[config.mk]
export PLATFORM = sky130hd
export DESIGN_NAME = x86_multiply_divide_unit
export DESIGN_NICKNAME = d
export VERILOG_FILES = /design/src/hdl/xmdu_pkg.sv /design/src/hdl/x86_multiply_divide_unit.sv /design/src/hdl/xmdu_div_step.sv
export SDC_FILE = /design/constraint.sdc
export NUM_CORES = 2
export LEC_CHECK = 0
export ABC_AREA = 1
export BUFFER_PORTS_ARGS = -buffer_cell sky130_fd_sc_hd__buf_4
export CAP_MARGIN = 15
export CORE_MARGIN = 2
export CORE_UTILIZATION = 50
export CTS_CLUSTER_SIZE = 40
export DETAILED_ROUTE_END_ITERATION = 16
export GPL_TIMING_DRIVEN = 1
export PLACE_DENSITY_LB_ADDON = 0.15
export REMOVE_ABC_BUFFERS = 1
export SLEW_MARGIN = 5
export SYNTH_ARGS = -nofsm -noshare
export SYNTH_HDL_FRONTEND = slang
export SYNTH_SLANG_ARGS = --single-unit
[constraint.sdc]
create_clock -name clk -period 5.7 [get_ports clk]
set_clock_uncertainty 0.05 [all_clocks]
set_input_delay 1.71 -clock clk [delete_from_list [all_inputs] [get_ports clk]]
set_output_delay 1.71 -clock clk [all_outputs]
set_load 0.02 [all_outputs]
[src/hdl/xmdu_pkg.sv]
// Types and constants for the x86 multiply/divide unit.
// Used by xmdu_div_step and x86_multiply_divide_unit; depends on nothing.
package xmdu_pkg;

    localparam int NSTEP = 17;

    typedef enum logic [1:0] {
        OP_MUL  = 2'd0,
        OP_IMUL = 2'd1,
        OP_DIV  = 2'd2,
        OP_IDIV = 2'd3
    } op_t;

    localparam int FL_CF = 0;
    localparam int FL_PF = 2;
    localparam int FL_AF = 4;
    localparam int FL_ZF = 6;
    localparam int FL_SF = 7;
    localparam int FL_OF = 11;

    typedef struct packed {
        logic [1:0]  operation;
        logic [15:0] acc_in;
        logic [15:0] ext_in;
        logic [15:0] source;
        logic        word_size;
        logic [15:0] flags_in;
    } item_t;

    typedef struct packed {
        logic [15:0] acc_out;
        logic [15:0] ext_out;
        logic [15:0] flags_out;
        logic        divide_error;
    } result_t;

    // Control carried alongside the divider through every stage
    typedef struct packed {
        op_t         op;
        logic        wide;
        logic [15:0] ax;
        logic [15:0] dx;
        logic [15:0] flags;
        logic [31:0] prod;
        logic        dneg;
        logic        vneg;
        logic        bad;
    } ctl_t;

    // Partial remainder, unconsumed dividend bits, quotient, divisor magnitude
    typedef struct packed {
        logic [15:0] rem;
        logic [16:0] dsh;
        logic [16:0] quo;
        logic [15:0] vm;
    } div_t;

endpackage

[src/hdl/x86_multiply_divide_unit.sv]
// Top level of the x86 MUL/IMUL/DIV/IDIV unit.
// Depends on xmdu_pkg and xmdu_div_step.
//
// Usage:
//   Drive item and raise start for one cycle per instruction. busy is always
//   low, so a beat is taken on every edge at which start is high.
//   The result appears on result with done high for exactly one cycle.
// Pipeline: the input register, 17 restoring-division steps (one quotient
//   bit each), and the output register. The 17x17 multiplier and the overflow
//   pre-check sit in front of the first division step. The division step
//   chain sets the depth.
// Throughput: one instruction per cycle, multiplies and divides alike; every
//   instruction takes the same path so results leave in order.
// Reset: rst_n clears all valid bits; instructions in flight are dropped and
//   done stays low until a new beat has travelled through.
// The receiver cannot stall: the result is shown for one cycle only.
// Flags and the divide-error mark follow x86 rules; on a divide error AX, DX
//   and the flags come back unchanged.
module x86_multiply_divide_unit
    import xmdu_pkg::*;
(
    input  logic    clk,
    input  logic    rst_n,
    input  logic    start,
    output logic    busy,
    input  item_t   item,
    output logic    done,
    output result_t result
);

    // Input stage
    logic        a_valid_reg;
    ctl_t        a_ctl_reg;
    logic [31:0] a_dm_reg;
    logic [15:0] a_vm_reg;
    logic [16:0] a_ma_reg;
    logic [16:0] a_mb_reg;

    ctl_t        a_ctl_next;
    logic [31:0] a_dm_next;
    logic [15:0] a_vm_next;
    logic [16:0] a_ma_next;
    logic [16:0] a_mb_next;
    logic [31:0] dd;
    logic [31:0] dv;
    logic        sgn;

    assign busy = 1'b0;
    assign sgn  = item.operation[0];

    // Sign or zero extend operands, take divide magnitudes
    always_comb
    begin
        a_ctl_next       = '0;
        a_ctl_next.op    = op_t'(item.operation);
        a_ctl_next.wide  = item.word_size;
        a_ctl_next.ax    = item.acc_in;
        a_ctl_next.dx    = item.ext_in;
        a_ctl_next.flags = item.flags_in;
        if (item.word_size)
        begin
            a_ma_next = {sgn & item.acc_in[15], item.acc_in};
            a_mb_next = {sgn & item.source[15], item.source};
            dd = {item.ext_in, item.acc_in};
            dv = {{16{sgn & item.source[15]}}, item.source};
        end
        else
        begin
            a_ma_next = {{9{sgn & item.acc_in[7]}}, item.acc_in[7:0]};
            a_mb_next = {{9{sgn & item.source[7]}}, item.source[7:0]};
            dd = {{16{sgn & item.acc_in[15]}}, item.acc_in};
            dv = {{24{sgn & item.source[7]}}, item.source[7:0]};
        end
        a_ctl_next.dneg = sgn & dd[31];
        a_ctl_next.vneg = sgn & dv[31];
        a_dm_next = a_ctl_next.dneg ? (32'd0 - dd) : dd;
        a_vm_next = a_ctl_next.vneg ? 16'(32'd0 - dv) : dv[15:0];
    end

    always_ff @(posedge clk or negedge rst_n)
    begin
        if (!rst_n)
            a_valid_reg <= 1'b0;
        else
            a_valid_reg <= start & ~busy;
    end

    always_ff @(posedge clk)
    begin
        a_ctl_reg <= a_ctl_next;
        a_dm_reg  <= a_dm_next;
        a_vm_reg  <= a_vm_next;
        a_ma_reg  <= a_ma_next;
        a_mb_reg  <= a_mb_next;
    end

    // Operand stage: multiply and quotient overflow pre-check
    logic signed [33:0] prod_full;
    ctl_t               s0_ctl;
    div_t               s0_div;

    always_comb
    begin
        prod_full     = $signed(a_ma_reg) * $signed(a_mb_reg);
        s0_ctl        = a_ctl_reg;
        s0_ctl.prod   = prod_full[31:0];
        s0_ctl.bad    = (a_vm_reg == 16'd0) || ({1'b0, a_dm_reg[31:17]} >= a_vm_reg);
        s0_div.rem    = {1'b0, a_dm_reg[31:17]};
        s0_div.dsh    = a_dm_reg[16:0];
        s0_div.quo    = '0;
        s0_div.vm     = a_vm_reg;
    end

    // Division step chain
    logic        s_valid [NSTEP];
    ctl_t        s_ctl   [NSTEP];
    div_t        s_div   [NSTEP];

    xmdu_div_step u_step0 (
        .clk       (clk),
        .rst_n     (rst_n),
        .valid_in  (a_valid_reg),
        .ctl_in    (s0_ctl),
        .div_in    (s0_div),
        .valid_out (s_valid[0]),
        .ctl_out   (s_ctl[0]),
        .div_out   (s_div[0])
    );

    for (genvar k = 1; k < NSTEP; k++)
    begin : g_step
        xmdu_div_step u_step (
            .clk       (clk),
            .rst_n     (rst_n),
            .valid_in  (s_valid[k-1]),
            .ctl_in    (s_ctl[k-1]),
            .div_in    (s_div[k-1]),
            .valid_out (s_valid[k]),
            .ctl_out   (s_ctl[k]),
            .div_out   (s_div[k])
        );
    end

    // Final stage: range check, signs, flags
    ctl_t        f_ctl;
    div_t        f_div;
    result_t     result_next;
    result_t     result_reg;
    logic        done_reg;
    logic [15:0] hi;
    logic        ovf;
    logic        qneg;
    logic        range_err;
    logic [16:0] lim;
    logic [15:0] q;
    logic [15:0] r;
    logic        err;

    assign f_ctl = s_ctl[NSTEP-1];
    assign f_div = s_div[NSTEP-1];

    always_comb
    begin
        result_next.acc_out      = f_ctl.ax;
        result_next.ext_out      = f_ctl.dx;
        result_next.flags_out    = f_ctl.flags;
        result_next.divide_error = 1'b0;
        hi   = f_ctl.wide ? f_ctl.prod[31:16] : {8'd0, f_ctl.prod[15:8]};
        qneg = f_ctl.dneg ^ f_ctl.vneg;
        lim  = f_ctl.wide ? 17'h08000 : 17'h00080;
        q    = qneg ? 16'(17'd0 - f_div.quo) : f_div.quo[15:0];
        r    = f_ctl.dneg ? (16'd0 - f_div.rem) : f_div.rem;
        ovf  = 1'b0;
        if (f_ctl.op == OP_DIV)
            range_err = f_ctl.wide ? f_div.quo[16] : (f_div.quo > 17'h000FF);
        else
            range_err = qneg ? (f_div.quo > lim) : (f_div.quo > lim - 17'd1);
        err = f_ctl.bad | range_err;
        unique case (f_ctl.op)
            OP_MUL:
            begin
                ovf = hi != 16'd0;
                result_next.flags_out[FL_CF] = ovf;
                result_next.flags_out[FL_OF] = ovf;
                result_next.flags_out[FL_SF] = f_ctl.wide ? hi[15] : hi[7];
                result_next.flags_out[FL_ZF] = ~ovf;
                result_next.flags_out[FL_PF] = ~(^hi[7:0]);
                result_next.flags_out[FL_AF] = 1'b0;
                result_next.acc_out = f_ctl.prod[15:0];
                if (f_ctl.wide)
                    result_next.ext_out = hi;
            end
            OP_IMUL:
            begin
                ovf = f_ctl.wide ? (f_ctl.prod[31:16] != {16{f_ctl.prod[15]}})
                                 : (f_ctl.prod[15:8] != {8{f_ctl.prod[7]}});
                result_next.flags_out[FL_CF] = ovf;
                result_next.flags_out[FL_OF] = ovf;
                result_next.acc_out = f_ctl.prod[15:0];
                if (f_ctl.wide)
                    result_next.ext_out = f_ctl.prod[31:16];
            end
            OP_DIV, OP_IDIV:
            begin
                result_next.divide_error = err;
                if (!err)
                begin
                    if (f_ctl.wide)
                    begin
                        result_next.acc_out = q;
                        result_next.ext_out = r;
                    end
                    else
                        result_next.acc_out = {r[7:0], q[7:0]};
                end
            end
            default: ;
        endcase
    end

    always_ff @(posedge clk or negedge rst_n)
    begin
        if (!rst_n)
            done_reg <= 1'b0;
        else
            done_reg <= s_valid[NSTEP-1];
    end

    always_ff @(posedge clk)
    begin
        result_reg <= result_next;
    end

    assign done   = done_reg;
    assign result = result_reg;

    // A result beat follows a valid beat at the end of the step chain
    assert property (@(posedge clk) disable iff (!rst_n)
        done |-> $past(s_valid[NSTEP-1]))
        else $error("result beat without a beat in the last step");

    // A divide error returns the original flags
    assert property (@(posedge clk) disable iff (!rst_n)
        done && result.divide_error |-> result.flags_out == $past(f_ctl.flags))
        else $error("divide error altered the flags");

    // Multiplies never report a divide error
    assert property (@(posedge clk) disable iff (!rst_n)
        s_valid[NSTEP-1] && (f_ctl.op == OP_MUL || f_ctl.op == OP_IMUL)
            |=> !result.divide_error)
        else $error("divide error on a multiply");

endmodule

[src/hdl/xmdu_div_step.sv]
// One registered restoring-division step of the multiply/divide pipeline.
// Depends on xmdu_pkg for ctl_t and div_t.
module xmdu_div_step
    import xmdu_pkg::*;
(
    input  logic clk,
    input  logic rst_n,
    input  logic valid_in,
    input  ctl_t ctl_in,
    input  div_t div_in,
    output logic valid_out,
    output ctl_t ctl_out,
    output div_t div_out
);

    logic        valid_reg;
    ctl_t        ctl_reg;
    div_t        div_reg;
    div_t        div_next;
    logic [16:0] trial;
    logic [16:0] diff;
    logic        ge;

    // Bring down one dividend bit, subtract the divisor where it fits
    always_comb
    begin
        trial    = {div_in.rem, div_in.dsh[16]};
        ge       = trial >= {1'b0, div_in.vm};
        diff     = trial - {1'b0, div_in.vm};
        div_next.rem = ge ? diff[15:0] : trial[15:0];
        div_next.dsh = {div_in.dsh[15:0], 1'b0};
        div_next.quo = {div_in.quo[15:0], ge};
        div_next.vm  = div_in.vm;
    end

    // Clear the valid bit under reset
    always_ff @(posedge clk or negedge rst_n)
    begin
        if (!rst_n)
            valid_reg <= 1'b0;
        else
            valid_reg <= valid_in;
    end

    // Advance the payload
    always_ff @(posedge clk)
    begin
        ctl_reg <= ctl_in;
        div_reg <= div_next;
    end

    assign valid_out = valid_reg;
    assign ctl_out   = ctl_reg;
    assign div_out   = div_reg;

endmodule
Word-level counts from Yosys, hierarchy flattened
Index checks and enable logic that the tools add are counted.
{"block": "totals", "reg_bits": 2482}
{"block": "op_classes", "eq_ne": 5, "n_mul": 1, "add_sub_neg": 22, "muxes": 42, "bitwise_logic": 10, "n_lt_le_gt_ge": 21, "n_reduce_logical": 6}
{"op": "two-way mux 16 bit", "n": 26}
{"op": "greater-or-equal comparator 17 x 16 -> 1 bit", "n": 16}
{"op": "subtractor 16 bit", "n": 17}
{"op": "two-way mux 32 bit", "n": 4}
{"op": "one-hot mux 32 bit (3 select lines)", "n": 1}
{"op": "subtractor 1 x 16 -> 16 bit (first input constant)", "n": 3}
{"op": "two-way mux 17 bit", "n": 2}
{"op": "multiplier 17 x 17 -> 32 bit", "n": 1}
{"op": "subtractor 1 x 32 -> 32 bit (first input constant)", "n": 1}
{"op": "greater-than comparator 17 x 16 -> 1 bit", "n": 1}
{"op": "greater-than comparator 17 bit", "n": 1}
{"op": "greater-than comparator 17 x 8 -> 1 bit (second input constant)", "n": 1}
{"op": "subtractor 16 x 1 -> 17 bit (second input constant)", "n": 1}
{"op": "greater-or-equal comparator 15 x 16 -> 1 bit", "n": 1}
{"op": "greater-or-equal comparator 16 bit", "n": 1}
{"op": "zero test 16 bit", "n": 1}
{"op": "inequality test 16 bit", "n": 1}
{"op": "nonzero test 16 bit", "n": 1}
{"op": "inequality test 8 bit", "n": 1}
{"op": "XOR reduction 8 bit", "n": 1}
{"op": "AND 1 bit", "n": 6}
{"op": "two-way mux 1 bit", "n": 6}
{"op": "equality test 2 bit (second input constant)", "n": 2}
{"op": "one-hot mux 1 bit (2 select lines)", "n": 2}
{"op": "8 further kinds", "n": 9}

Depth between registers and ports, before layout
{"block": "depth", "ltp_word": 8, "depth_mapped": 27, "depth_no_buf": 25}

Hierarchy
Synthesis repeated with hierarchy kept, for this count alone.
{"block": "unflattened", "hier_cells": 9749, "area_unflattened_um2": 94428.1}
{"module": "xmdu_div_step (g_step[3].u_step ...)", "cells_per_inst": 419, "instances": 8, "seq_area_each_um2": 3047.9, "area_per_inst_um2": 4419.2}
{"module": "xmdu_div_step (g_step[10].u_step ...)", "cells_per_inst": 423, "instances": 8, "seq_area_each_um2": 3047.9, "area_per_inst_um2": 4377.9}
{"module": "x86_multiply_divide_unit", "cells_per_inst": 2587, "instances": 1, "seq_area_each_um2": 3533.4, "area_per_inst_um2": 19535.0}
{"module": "xmdu_div_step (g_step[2].u_step)", "cells_per_inst": 426, "instances": 1, "seq_area_each_um2": 3047.9, "area_per_inst_um2": 4515.6}

Least setup slack after synthesis
OpenSTA, ideal clock, no wires.
{"block": "synth_path", "kind": "register to register", "start": "reg a_ma_reg[5]", "end": "reg u_step0.ctl_reg, in the netlist u_step0.ctl_out[32]", "stages_incl_launch_ff": 26, "t_required_ps": 5537, "path_slack_ps": 69, "t_arrival_ps": 5468, "cell_sequence": "dfxtp_1 > clkbuf_1 > clkbuf_1 > nand2_1 > fa_1 > inv_1 > fa_1 > inv_1 > fa_1 > inv_1 > fa_1 > fa_1 > inv_1 > fa_1 > inv_1 > ha_1 > nand2_1 > inv_1 > nand2_1 > nor3_1 > nand4_1 > nand3_1 > a21o_1 > nand2_1 > nand3_1 > nand2_1"}
{"block": "synth_via", "elab_chain_len": 1}
{"item": "from (decl)", "line": "x86_multiply_divide_unit.sv:36", "text": "logic [16:0] a_ma_reg;"}
{"item": "from (signal assigned)", "line": "x86_multiply_divide_unit.sv:93", "text": "a_ma_reg <= a_ma_next;"}
{"item": "multiplier 17 x 17 -> 32 bit", "line": "x86_multiply_divide_unit.sv:104", "text": "prod_full = $signed(a_ma_reg) * $signed(a_mb_reg);"}
{"item": "via prod_full[29]", "line": "x86_multiply_divide_unit.sv:98", "text": "logic signed [33:0] prod_full;"}
{"item": "to (signal assigned)", "line": "xmdu_div_step.sv:48", "text": "ctl_reg <= ctl_in;"}
{"item": "to (decl)", "line": "xmdu_div_step.sv:17", "text": "ctl_t ctl_reg;"}
The timed path passes the listed nets, and every way through them passes these cells.
A chain may end at the register's enable or synchronous reset.

Worst setup path in the final report
{"block": "layout_path", "start": "reg a_mb_reg[10]", "end": "reg u_step0.ctl_reg, in the netlist u_step0.ctl_out[32]"}
{"block": "layout_via", "elab_chain_len": 1}
{"item": "from (decl)", "line": "x86_multiply_divide_unit.sv:37", "text": "logic [16:0] a_mb_reg;"}
{"item": "from (signal assigned)", "line": "x86_multiply_divide_unit.sv:94", "text": "a_mb_reg <= a_mb_next;"}
{"item": "multiplier 17 x 17 -> 32 bit", "line": "x86_multiply_divide_unit.sv:104"}
{"item": "via prod_full[29]", "line": "x86_multiply_divide_unit.sv:98"}
The timed path passes the listed nets, and every way through them passes these cells.

==> impl_metrics.csv <==
group,metric,value,unit
timing,fin_hold_ws,0.176,ns
global_routing,global_route.overflow_total,0,
worst_setup_path,critPathArrivalTime,6.11,ns
global_routing,grt_pass1_vias,51600,
placed_design,hpwl_reported_at_the_end_of_detailed_placement,136000,um
final_layout,layout.nets,9203,
timing,period_needed,5.50,ns
synthesis,synthFlopType,"dfxtp_1",
floorplan,floorplan.io_pins,121,
global_routing,grt_usage,21.0,%
timing,setup_repair_after_global_routing_missed_its_margin,"true",
clocking,clock-root-buffer,"clkbuf_16",
job,max-cap-violations,0,
clocking,insertion_delay,0.87,ns
routing,postRouteWirelength,176000,um
final_layout,area_growth,15.2,%
worst_setup_path,setup.worst_path.class,"reg2reg",
placed_design,place_inst,10400,
worst_setup_path,crit_path_cell_trace,"buf_12 > buf_4 > nand2_1 > fa_1 > inv_1 > fa_1 > fa_1 > fa_1 > fa_1 > inv_1 > fa_1 > inv_1 > ha_1 > nand2_2 > nor3_2 > nand4_1 > nand3_2 > a21o_1 > nand2_1 > nand3_1 > nand2_1",
global_routing,wire_length_of_the_first_global_routing_pass,279000,um
floorplan,die-height,411,um
floorplan,die_width,411,um
clocking,clk_path_buf_depth,3,
synthesis,netlist_area,83000,sq um
worst_setup_path,end_kind,"flop",
routing,drt-initial-drc-count,2847,
final_layout,fillerInstances,14200,
worst_hold_path,min_delay_path_depth,0,
final_layout,area_taken_by_multi_input_logic_gates,28800,sq um
routing,routed_via_density,4.69,
synthesis,synth-edff-count,0,
routing,drt.antenna.violating_nets,0,
routing,total_vias_in_the_final_route,50800,
clocking,tritoncts,"yes",
routing,route.detailed.wl_per_inst,16.3,um
clocking,path_clk_slew,0.07,ns
power,report.power.total,0.0629,W
synthesis,synthArstFlopShare,0.774,%
timing,hold_violations,0,
floorplan,fp-row-count,149,
timing,slew_headroom,32.2,%
power,power.density_cell_area,658,nW/um^2
timing,drv_slew,0,
floorplan,floorplan.initialDensity,50.3,%
status,status,"completed",
global_routing,maximum_number_of_pins_on_one_net_before_global_route_repair,47,
synthesis,post_synth_inst_count,8099,
routing,post-route-drc-count,0,
synthesis,synthDistinctLibCells,67,
synthesis,postSynthRegisterBits,2456,
placed_design,gp_congestion,0.918,
synthesis,yosysWarnings,0,
clocking,total_cts_buffers,222,
floorplan,full_die_area,169000,sq um
routing,drt_first_pass_iters,8,
worst_setup_path,slowest_stage,"fa_1",
global_routing,grt_antenna_before_repair,12,
power,power_leakage,46.3,nW
worst_setup_path,reg2reg_depth,21,
power,peakVddDrop,0.843,mV
worst_setup_path,critPathLaunchType,"flop",
clocking,clock-sinks,2456,
timing,post-route-period-util,96.4,%
timing,achievable-frequency,0.182,GHz
floorplan,core_area,165000,sq um
worst_hold_path,worst_hold_path_type,"reg2reg",
clocking,htree_levels,4,
timing,final-setup-viol-count,0,
synthesis,synth_area_per_cell,10.2,sq um
final_layout,number_of_standard_cells_in_the_final_layout_excluding_fillers,10800,
worst_setup_path,crit_required,6.32,ns
synthesis,seq_area_frac_synth,59.4,%
final_layout,final-seq-area,49300,sq um
timing,timing_worst_slew_pin_value,1.01,ns
final_layout,final_layout_size_suffix_gt1_share,10.1,%
worst_setup_path,cp_common_cell,"fa_1",
worst_setup_path,crit_path_max_incr_delay,0.62,ns
worst_setup_path,largest_fanout_on_the_critical_path,7,
final_layout,postLayoutCoreUtil,58.0,%
final_layout,flip_flop_count_of_the_largest_register_after_layout,1376,
placed_design,io_buffers,119,
[worst max-delay path, delay by kind of cell (launching register included)]
kind | cells | cell delay [ns]
AOI/OAI and AO/OA | 1 | 0.15
buffers and inverters | 5 | 0.44
and+or+nand+nor | 8 | 0.90
DFF | 1 | 0.36
adders and majority gates | 7 | 3.49
[path summary, 6_finish.rpt]
kind	from	endpoint	slack [ns]
worst max register to register	a_mb_reg[10]	u_step0.ctl_out[32]	0.20
worst min register to register	g_step[1].u_step.ctl_out[23]	g_step[2].u_step.ctl_out[23]	0.18
worst min-delay path	g_step[1].u_step.ctl_out[23]	g_step[2].u_step.ctl_out[23]	0.18
worst max-delay path	a_mb_reg[10]	u_step0.ctl_out[32]	0.20
min in group asynchronous	rst_n	g_step[14].u_step.valid_out	0.69
max in group asynchronous	rst_n	g_step[13].u_step.valid_out	4.71
[layout make-up]
| cell class | instances | area share (%) |
|---|---|---|
| diodes | 5 | 0.0131 |
| clock buffers | 308 | 6.69 |
| clock inverters | 105 | 1.67 |
| inverters | 1206 | 4.74 |
| multi-input cells | 4285 | 30.1 |
| flip-flops and latches | 2456 | 51.6 |
| well taps | 2189 | 2.87 |
| repair buffers | 275 | 2.32 |
[synthesized netlist by cell type, drive strengths merged, types with 4 or more instances]
master,n,area share (%)
dfrtp,19,0.57
o21bai,25,0.23
nand4,74,0.57
a31oi,8,0.060
a21boi,7,0.068
nor2,322,1.5
and3,4,0.030
nor4,15,0.12
a21o,49,0.44
nand3b,10,0.11
o21ai,242,1.5
buf,64,0.52
dfxtp,2437,59
nor3,89,0.59
or2,23,0.17
a311oi,7,0.12
fa,299,7.2
a21oi,239,1.5
nand3,497,3.0
xnor2,66,0.70
clkbuf,88,0.40
ha,388,5.9
nand2,1639,7.6
a211oi,24,0.24
o21a,16,0.14
a31o,12,0.13
inv,1205,5.5
o211ai,8,0.072
xor2,201,2.1
[kinds of logic after synthesis]
group | Yosys count | synth area share [%]
compound gates | 651 | 4.60
buf+inv | 1358 | 6.38
simple gates | 2679 | 13.7
fa+ha+maj | 687 | 13.1
other cells | 1 | 0.00452
xor+xnor | 267 | 2.82
flops | 2456 | 59.4
[cells in the final DEF (no fill, tap or decap), types with 11 or more instances in the layout]
| cell type | instances |
|---|---|
| nor2_1 | 309 |
| clkinv_16 | 13 |
| a21o_1 | 49 |
| a211oi_1 | 20 |
| clkinvlp_4 | 15 |
| a21oi_1 | 222 |
| clkbuf_16 | 222 |
| ha_4 | 13 |
| ha_1 | 374 |
| a31o_2 | 12 |
| dfxtp_1 | 2413 |
| a21oi_2 | 16 |
| buf_12 | 11 |
| dfrtp_1 | 19 |
| clkinv_2 | 39 |
| nand2_1 | 1591 |
| o21a_1 | 16 |
| clkbuf_8 | 51 |
| bufinv_16 | 26 |
| nand4_1 | 72 |
| or2_2 | 20 |
| clkbuf_1 | 35 |
| o21bai_1 | 24 |
| nor3_1 | 76 |
| o21ai_1 | 34 |
| dfxtp_2 | 13 |
| inv_1 | 1189 |
| nand3_1 | 490 |
| nor3_2 | 12 |
| nand2_2 | 39 |
| buf_4 | 259 |
| xnor2_1 | 66 |
| o21ai_0 | 199 |
| nor4_1 | 14 |
| xor2_1 | 201 |
| inv_2 | 14 |
| fa_1 | 294 |
| dfxtp_4 | 11 |
[where the power goes]
| group | leakage (nW) | switching, W | total (W) | internal [W] |
|---|---|---|---|---|
| registers | 20.8 | 0.00174 | 0.0233 | 0.0216 |
| clock network | 3.87 | 0.00637 | 0.0155 | 0.00909 |
| logic | 21.7 | 0.0146 | 0.0241 | 0.00947 |
| total | 46.3 | 0.0227 | 0.0629 | 0.0402 |
[per-layer routing]
metal / part of all wire (%) / routed length, um / vias up / track usage (%)
met2: 48 / 84600 / 1038 / 36.2
met4: 4.0 / 6980 / 0 / 8.48
met3: 3.7 / 6490 / 342 / 3.11
li1: - / - / 25900 / -
met5: 0 / 0 / - / 0
met1: 44 / 78100 / 23500 / 26.3
[stage by stage]
step / instance area [sq um] / setup slack, ns / TNS [ns]
after floorplan: 82200 / 0.138 / 0
after global placement: 86900 / -0.0485 / -0.167
after detailed placement: 86900 / -0.215 / -0.680
after CTS: 95000 / -0.00426 / -0.00715
after global routing: 95500 / -0.0222 / -0.0430
final: 95600 / 0.205 / 0
[timing repair]
item,in CTS,in global routing
endpoints found under the setup margin,11,16
gates resized for setup,14,111
setup buffers,0,18
hold endpoints to repair,0,0
pin swaps,0,40
hold buffers,0,0
Note: power is estimated with default switching activity, not from simulation.
